<file path="config.mk">
export PLATFORM = sky130hd
export DESIGN_NAME = texture_mip_chain_size
export DESIGN_NICKNAME = d
export VERILOG_FILES = /design/src/sv/tmcs_pkg.sv /design/src/sv/tmcs_mul.sv /design/src/sv/texture_mip_chain_size.sv
export SDC_FILE = /design/constraint.sdc
export NUM_CORES = 2
export LEC_CHECK = 0
export BUFFER_PORTS_ARGS = -buffer_cell sky130_fd_sc_hd__buf_2
export CORE_MARGIN = 2
export CORE_UTILIZATION = 46
export CTS_CLUSTER_DIAMETER = 120
export CTS_CLUSTER_SIZE = 40
export DETAILED_ROUTE_END_ITERATION = 12
export MAX_ROUTING_LAYER = met4
export PLACE_DENSITY = 0.73
export SLEW_MARGIN = 5
export SYNTH_ARGS = -nofsm -noshare
export SYNTH_HDL_FRONTEND = slang
export SYNTH_HIERARCHICAL = 1
export SYNTH_SLANG_ARGS = --single-unit
export TNS_END_PERCENT = 100
</file>
<file path="constraint.sdc">
create_clock -name clk -period 9.8 [get_ports clk]
set_clock_uncertainty 0.2 [all_clocks]
set_input_delay 1.47 -clock clk [delete_from_list [all_inputs] [get_ports clk]]
set_output_delay 1.47 -clock clk [all_outputs]
set_load 0.02 [all_outputs]
</file>
<file path="src/sv/tmcs_pkg.sv">
// ============================================================================
// tmcs_pkg
// Shared types and constants for the texture mip chain size block.
// ============================================================================
package tmcs_pkg;

  localparam int unsigned FMT_W   = 4;
  localparam int unsigned DIM_W   = 15;
  localparam int unsigned CNT_W   = 12;
  localparam int unsigned LVLIN_W = 4;
  localparam int unsigned TOTAL_W = 55;

  // Shared multiplier: covers w x h (15 x 15), layers x depth (12 x 12)
  // and (w x h) x (layers x depth) (30 x 24).
  localparam int unsigned MUL_A_W = 30;
  localparam int unsigned MUL_B_W = 24;
  localparam int unsigned MUL_P_W = MUL_A_W + MUL_B_W;

  // The bytes-per-unit shift adds at most four bits to the product.
  localparam int unsigned SUM_W = MUL_P_W + 5;

  localparam logic [TOTAL_W-1:0] TOTAL_MAX = {TOTAL_W{1'b1}};

  localparam logic [FMT_W-1:0] FMT_RGBA8  = 4'd0;
  localparam logic [FMT_W-1:0] FMT_RGBA8S = 4'd1;
  localparam logic [FMT_W-1:0] FMT_RGBA16F = 4'd2;
  localparam logic [FMT_W-1:0] FMT_RGBA32F = 4'd3;
  localparam logic [FMT_W-1:0] FMT_R8     = 4'd4;
  localparam logic [FMT_W-1:0] FMT_RG8    = 4'd5;
  localparam logic [FMT_W-1:0] FMT_D32F   = 4'd6;
  localparam logic [FMT_W-1:0] FMT_D24S8  = 4'd7;
  localparam logic [FMT_W-1:0] FMT_BC1    = 4'd8;
  localparam logic [FMT_W-1:0] FMT_BC3    = 4'd9;
  localparam logic [FMT_W-1:0] FMT_BC5    = 4'd10;
  localparam logic [FMT_W-1:0] FMT_BC7    = 4'd11;

  typedef struct packed {
    logic       compressed;
    logic [2:0] shift;
  } fmt_info_t;

  typedef enum logic [5:0] {
    ST_IDLE = 6'b000001,
    ST_LD   = 6'b000010,
    ST_WH   = 6'b000100,
    ST_TERM = 6'b001000,
    ST_ACC  = 6'b010000,
    ST_DONE = 6'b100000
  } state_t;

  // Bytes per pixel, or per 4x4 block for compressed formats, as log2.
  function automatic fmt_info_t fmt_decode(input logic [FMT_W-1:0] fmt);
    fmt_info_t info;
    info.compressed = 1'b0;
    info.shift      = 3'd2;
    unique case (fmt)
      FMT_RGBA16F: info.shift = 3'd3;
      FMT_RGBA32F: info.shift = 3'd4;
      FMT_R8:      info.shift = 3'd0;
      FMT_RG8:     info.shift = 3'd1;
      FMT_BC1: begin
        info.compressed = 1'b1;
        info.shift      = 3'd3;
      end
      FMT_BC3, FMT_BC5, FMT_BC7: begin
        info.compressed = 1'b1;
        info.shift      = 3'd4;
      end
      default: info.shift = 3'd2;
    endcase
    return info;
  endfunction

endpackage

</file>
<file path="src/sv/tmcs_mul.sv">
// ============================================================================
// tmcs_mul
// Shared registered multiplier used for every product in the mip chain sum.
// ============================================================================
module tmcs_mul
  import tmcs_pkg::*;
(
  input  logic               clk,
  input  logic               en,
  input  logic [MUL_A_W-1:0] a,
  input  logic [MUL_B_W-1:0] b,
  output logic [MUL_P_W-1:0] p
);

  logic [MUL_P_W-1:0] p_r;

  always_ff @(posedge clk) begin
    if (en) begin
      p_r <= MUL_P_W'(a) * MUL_P_W'(b);
    end
  end

  assign p = p_r;

endmodule

</file>
<file path="src/sv/texture_mip_chain_size.sv">
// ============================================================================
// texture_mip_chain_size
// Total byte size of a texture over its mip chain, layers and depth slices.
// ============================================================================
// One texture description is taken at a time and one total comes back. The
// result word is valid once the last of L mip levels has been accumulated,
// where L is level_count clamped to MAX_LEVELS. Layers x depth is formed
// first, then each mip level takes width x height and that product times
// layers x depth on the single shared multiplier, then a shift-and-saturating
// accumulate. A count of zero levels answers on the cycle after acceptance.
// The input is stalled from acceptance until the result word has been taken.
module texture_mip_chain_size
  import tmcs_pkg::*;
#(
  parameter int unsigned MAX_LEVELS = 15
) (
  input  logic               clk,
  input  logic               rst_n,

  input  logic               in_valid,
  output logic               in_stall,
  input  logic [FMT_W-1:0]   in_pixel_format,
  input  logic [DIM_W-1:0]   in_base_width,
  input  logic [DIM_W-1:0]   in_base_height,
  input  logic [CNT_W-1:0]   in_slice_depth,
  input  logic [LVLIN_W-1:0] in_level_count,
  input  logic [CNT_W-1:0]   in_layer_count,

  output logic               out_valid,
  input  logic               out_stall,
  output logic [TOTAL_W-1:0] out_total_bytes
);

  localparam int unsigned LVL_W = $clog2(MAX_LEVELS + 1);

  state_t             state_r, state_nxt;
  logic               out_valid_r;
  logic               first_r;
  logic [LVL_W-1:0]   lvl_r;
  logic [DIM_W-1:0]   w_r, h_r;
  logic [CNT_W-1:0]   depth_r, layers_r;
  fmt_info_t          fmt_r;
  logic [MUL_B_W-1:0] ld_r;
  logic [TOTAL_W-1:0] total_r;

  logic               in_acc;
  logic               out_acc;
  logic [4:0]         lc_ext;
  logic [4:0]         lc_clamp;
  logic [DIM_W-2:0]   wb, hb;
  logic [DIM_W-1:0]   w_op, h_op;
  logic               mul_en;
  logic [MUL_A_W-1:0] mul_a;
  logic [MUL_B_W-1:0] mul_b;
  logic [MUL_P_W-1:0] prod;
  logic [SUM_W-1:0]   term_sh;
  logic [SUM_W-1:0]   sum;

  assign in_acc  = in_valid && !in_stall;
  assign out_acc = out_valid_r && !out_stall;

  assign lc_ext   = 5'(in_level_count);
  assign lc_clamp = (lc_ext > 5'(MAX_LEVELS)) ? 5'(MAX_LEVELS) : lc_ext;

  // Compressed formats count 4x4 blocks, rounded up.
  assign wb   = (DIM_W-1)'((DIM_W+1)'(w_r) + (DIM_W+1)'(3) >> 2);
  assign hb   = (DIM_W-1)'((DIM_W+1)'(h_r) + (DIM_W+1)'(3) >> 2);
  assign w_op = fmt_r.compressed ? DIM_W'(wb) : w_r;
  assign h_op = fmt_r.compressed ? DIM_W'(hb) : h_r;

  always_comb begin
    mul_en = 1'b0;
    mul_a  = '0;
    mul_b  = '0;
    unique case (state_r)
      ST_LD: begin
        mul_en = 1'b1;
        mul_a  = MUL_A_W'(layers_r);
        mul_b  = MUL_B_W'(depth_r);
      end
      ST_WH: begin
        mul_en = 1'b1;
        mul_a  = MUL_A_W'(w_op);
        mul_b  = MUL_B_W'(h_op);
      end
      ST_TERM: begin
        mul_en = 1'b1;
        mul_a  = prod[MUL_A_W-1:0];
        mul_b  = ld_r;
      end
      default: mul_en = 1'b0;
    endcase
  end

  tmcs_mul u_mul (
    .clk (clk),
    .en  (mul_en),
    .a   (mul_a),
    .b   (mul_b),
    .p   (prod)
  );

  assign term_sh = SUM_W'(prod) << fmt_r.shift;
  assign sum     = SUM_W'(total_r) + term_sh;

  always_comb begin
    state_nxt = state_r;
    unique case (state_r)
      ST_IDLE: begin
        if (in_valid) begin
          state_nxt = (lc_clamp == 5'd0) ? ST_DONE : ST_LD;
        end
      end
      ST_LD:   state_nxt = ST_WH;
      ST_WH:   state_nxt = ST_TERM;
      ST_TERM: state_nxt = ST_ACC;
      ST_ACC:  state_nxt = (lvl_r == LVL_W'(1)) ? ST_DONE : ST_WH;
      ST_DONE: begin
        if (!out_stall) begin
          state_nxt = ST_IDLE;
        end
      end
      default: state_nxt = ST_IDLE;
    endcase
  end

  always_ff @(posedge clk) begin
    if (!rst_n) begin
      state_r     <= ST_IDLE;
      out_valid_r <= 1'b0;
    end else begin
      state_r <= state_nxt;
      if (out_acc) begin
        out_valid_r <= 1'b0;
      end else if (state_nxt == ST_DONE && state_r != ST_DONE) begin
        out_valid_r <= 1'b1;
      end
    end
  end

  always_ff @(posedge clk) begin
    if (in_acc) begin
      fmt_r    <= fmt_decode(in_pixel_format);
      w_r      <= in_base_width;
      h_r      <= in_base_height;
      depth_r  <= in_slice_depth;
      layers_r <= in_layer_count;
      lvl_r    <= lc_clamp[LVL_W-1:0];
      total_r  <= '0;
      first_r  <= 1'b1;
    end else begin
      // On the first level pass the product register still holds layers x depth.
      if (state_r == ST_WH && first_r) begin
        ld_r    <= prod[MUL_B_W-1:0];
        first_r <= 1'b0;
      end
      if (state_r == ST_ACC) begin
        total_r <= (sum > SUM_W'(TOTAL_MAX)) ? TOTAL_MAX : sum[TOTAL_W-1:0];
        w_r     <= (w_r > DIM_W'(1)) ? (w_r >> 1) : DIM_W'(1);
        h_r     <= (h_r > DIM_W'(1)) ? (h_r >> 1) : DIM_W'(1);
        lvl_r   <= lvl_r - LVL_W'(1);
      end
    end
  end

  assign in_stall        = (state_r != ST_IDLE);
  assign out_valid       = out_valid_r;
  assign out_total_bytes = total_r;

  a_valid_in_done: assert property (@(posedge clk) disable iff (!rst_n)
    out_valid_r == (state_r == ST_DONE))
    else $error("result word valid outside the done state");

  a_acc_levels_left: assert property (@(posedge clk) disable iff (!rst_n)
    (state_r == ST_ACC) |-> (lvl_r != '0))
    else $error("accumulate with no level left");

  a_zero_levels: assert property (@(posedge clk) disable iff (!rst_n)
    (in_acc && in_level_count == '0) |=> (state_r == ST_DONE && total_r == '0))
    else $error("zero level count did not answer zero at once");

  a_clear_total: assert property (@(posedge clk) disable iff (!rst_n)
    (state_r == ST_LD) |-> (total_r == '0 && first_r))
    else $error("sum not cleared at start of item");

endmodule
</file>
==> results.toml <==
[routing]
wl_per_cell_um = 19.8
first_pass_iters = 6
ant_nets = 0
drt_iter0_drc = 2113
viasPerCell = 5.56
vias = 27800
routed_wirelength_um = 99000
drcViolationCount = 0

[sta]
fmax_mhz = 107
holdWs_ns = 0.366
period_share_pct = 95.8
hold_viol_final = 0
fin_crit_ns = 9.39
slew_headroom_pct = 26.4
slew_viol_final = 0
setup_viol = 0
tightestPinTransition_ns = 1.10
setup-tns-final_ns = 0

[synthesis]
synth.avg_cell_area_um2 = 9.20
yosysUniqueCellTypes = 81
yosys.area.top_type = "fa_1"
synth_cells = 3967
synth_top_area_share_pct = 33.7
yosys_warnings = 6
synth_fp_nets = 4885
ys_ff_latch = 203
ys_top_cells_by_area = "fa_1 34%, edfxtp_1 12%, ha_1 8.1%"
synth-edff-count = 140
ys_async_sr_fraction_pct = 0
synthesis.area_mm2 = 0.0365
synth.yosys.seq_area_share_pct = 15.0
ys.flop_type = "edfxtp_1"

[setup_path]
critPathKind = "register to register"
start_kind = "register"
cp_slowest_stage_delay_ns = 0.61
required_ns = 9.85
cp_max_fo = 16
reg2reg_depth = 33
worstPathArrival_ns = 9.44
worst-r2r-setup-slack_ns = 0.41
crit_slowest_cell = "fa_1"
crit_path_frequent_cell = "fa_1"
end_kind = "register"

[place]
io_buffers = 122
place_hpwl_um = 78400
placed_cell_area_mm2 = 0.0382
place.gp.congestion = 0.962

[floorplanning]
fp.dieW_um = 286
fp-row-count = 103
fp.dieH_um = 286
pin_count = 123
initial_core_util_pct = 46.4
core-area_mm2 = 0.0787
dieArea_mm2 = 0.0816

[global_route]
antenna_found_initial = 1
overflow = 0
grt_pass1_wl_um = 161000
grt_pass1_vias = 29400
grt_max_degree = 61
grt_util_all_layers_pct = 25.6

[clock_network]
numClockSinks = 203
cts_buffer_depth = 3
cts_hold_buf = 0
cts-root-buf = "clkbuf_16"
numCtsBuffers = 9
clk_pin_slew_ns = 0.15
cts_max_level = 1
cts_tree = "yes"
clk_latency_ns = 0.51

[job]
cap_viol_max_count = 0

[pwr]
p_seq_share_pct = 49.2
total_power_mw = 2.11
p_int_mw = 1.38
powerDensity_mw_per_mm2 = 54.7
ir_drop_mv = 0.120
power_leakage_nw = 18.4
p_clk_share_pct = 22.9
pwr-share-comb_pct = 27.9
p_sw_uw = 728
netSwitchingFraction_pct = 34.5

[status]
status = "complete, no violations"

[final_layout]
diodes = 0
utilization_pct = 49.0
area_growth_syn_to_layout_pct = 5.60
final_nets = 4866
design_area_mm2 = 0.0386
drive_gt1_share_pct = 10.1

[hold_path]
hp-class = "register to register"
hold_depth = 2
logic make-up (layout without fill, tap and decap cells):
group                      count (synthesis)  count (layout)  share of synthesized area (%)
AOI/OAI and AO/OA                        541             541                           10.3
xor gates and xnor gates                 112             112                           2.69
adders and majority gates                852             852                           41.8
buffers and inverters                    956             939                           9.95
DFF                                      203             203                           15.0
muxes                                     98              98                           4.05
and+or+nand+nor                         1205            1205                           16.2
power by group through the flow:
stage | Clock [mW] | Sequential, mW | Combinational, mW
final | 0.482 | 1.04 | 0.589
after global routing | 0.518 | 1.04 | 0.649
after CTS | 0.494 | 1.04 | 0.581
after detailed placement | 0 | 1.05 | 0.577
after global placement | 0 | 1.05 | 0.574
after floorplan | 0 | 1.02 | 0.442
what timing repair did:
item                                    4_1_cts  5_1_grt
resized for setup                             0       12
endpoints found under the setup margin        0       12
buffers inserted                              0        3
path summary, 6_finish.rpt:
kind,startpoint,end
min,first_r$_SDFFE_PP1P_,first_r$_SDFFE_PP1P_
max reg2reg,h_r[1]$_DFFE_PP_,u_mul/p[46]$_DFFE_PP_
max,h_r[1]$_DFFE_PP_,u_mul/p[46]$_DFFE_PP_
min reg2reg,first_r$_SDFFE_PP1P_,first_r$_SDFFE_PP1P_
sequential cells by signal, indices dropped and copies added (netlist names):
register and flops:
layers_r 12, out_total_bytes 55, out_valid 1, ld_r 24
fmt_r 4, first_r 1, w_r 15, state_r 6
lvl_r 4, u_mul/p 54, depth_r 12, h_r 15
critical path: cells and delay by family (launching register included):
family / cells / cell delay, ns
adder cells (fa/ha/maj): 8 / 3.97
flip-flops: 1 / 0.46
XOR/XNOR: 1 / 0.15
AND/OR/NAND/NOR: 7 / 1.08
AO/OA/AOI/OAI: 12 / 2.56
buffers and inverters: 5 / 0.67
cell usage after synthesis, types with 35 or more instances:
| cell | number |
|---|---|
| a21o_1 | 46 |
| a21oi_1 | 133 |
| and2_1 | 397 |
| clkbuf_1 | 219 |
| dfxtp_1 | 63 |
| edfxtp_1 | 140 |
| fa_1 | 615 |
| ha_1 | 237 |
| inv_1 | 715 |
| mux2_2 | 48 |
| mux4_2 | 35 |
| nand2_1 | 546 |
| nand4_1 | 43 |
| nor2_1 | 93 |
| o21ai_0 | 126 |
| o221a_2 | 46 |
| xnor2_1 | 70 |
| xor2_1 | 42 |
stage by stage:
stage | worst slack, ns | cells
2_1_floorplan | 0.846 | 3967
3_3_place_gp | 0.521 | 4984
3_5_place_dp | 0.318 | 4984
4_1_cts | 0.281 | 4997
5_1_grt | -0.00938 | 5000
6_report | 0.415 | 5000
cell usage in the layout, fill, tap and decap left out, types with 6 or more instances in the layout:
cell type / n
mux4_2: 35
nor3_1: 22
a21o_1: 46
nand3_1: 28
nand4_1: 43
o221a_2: 46
a22oi_1: 18
ha_1: 237
buf_2: 122
nor2_1: 92
a31oi_1: 18
o21ai_0: 107
a32oi_1: 8
a21oi_1: 133
clkbuf_16: 9
o21ai_2: 13
and2_1: 397
fa_1: 615
nor2b_1: 18
o211ai_1: 8
mux2i_1: 15
o221a_1: 6
buf_4: 82
edfxtp_1: 140
xor2_1: 42
inv_1: 714
mux2_2: 48
o21ai_1: 11
a211oi_1: 14
nand2b_1: 10
nand2_1: 545
dfxtp_1: 63
and3_1: 15
o21bai_1: 27
xnor2_1: 70
o21a_1: 18
area by class of cell:
cell class                 count  area (µm²)
clock inverter                 2        46.3
timing repair buffer         209        1300
tap                         1050        1310
fill                        7317       40200
multi-input combinational   2808       27500
sequential                   203        5470
inverter                     717        2690
clock buffer                  11         233
per-layer routing:
layer	vias up	GRT usage, %	routed length (µm)
li1	12500	-	-
met1	13900	33.0	40600
met2	1179	41.8	47100
met3	191	3.96	7990
met4	0	7.93	3330
met5	-	-	0
(Power assumes the default switching activity.)
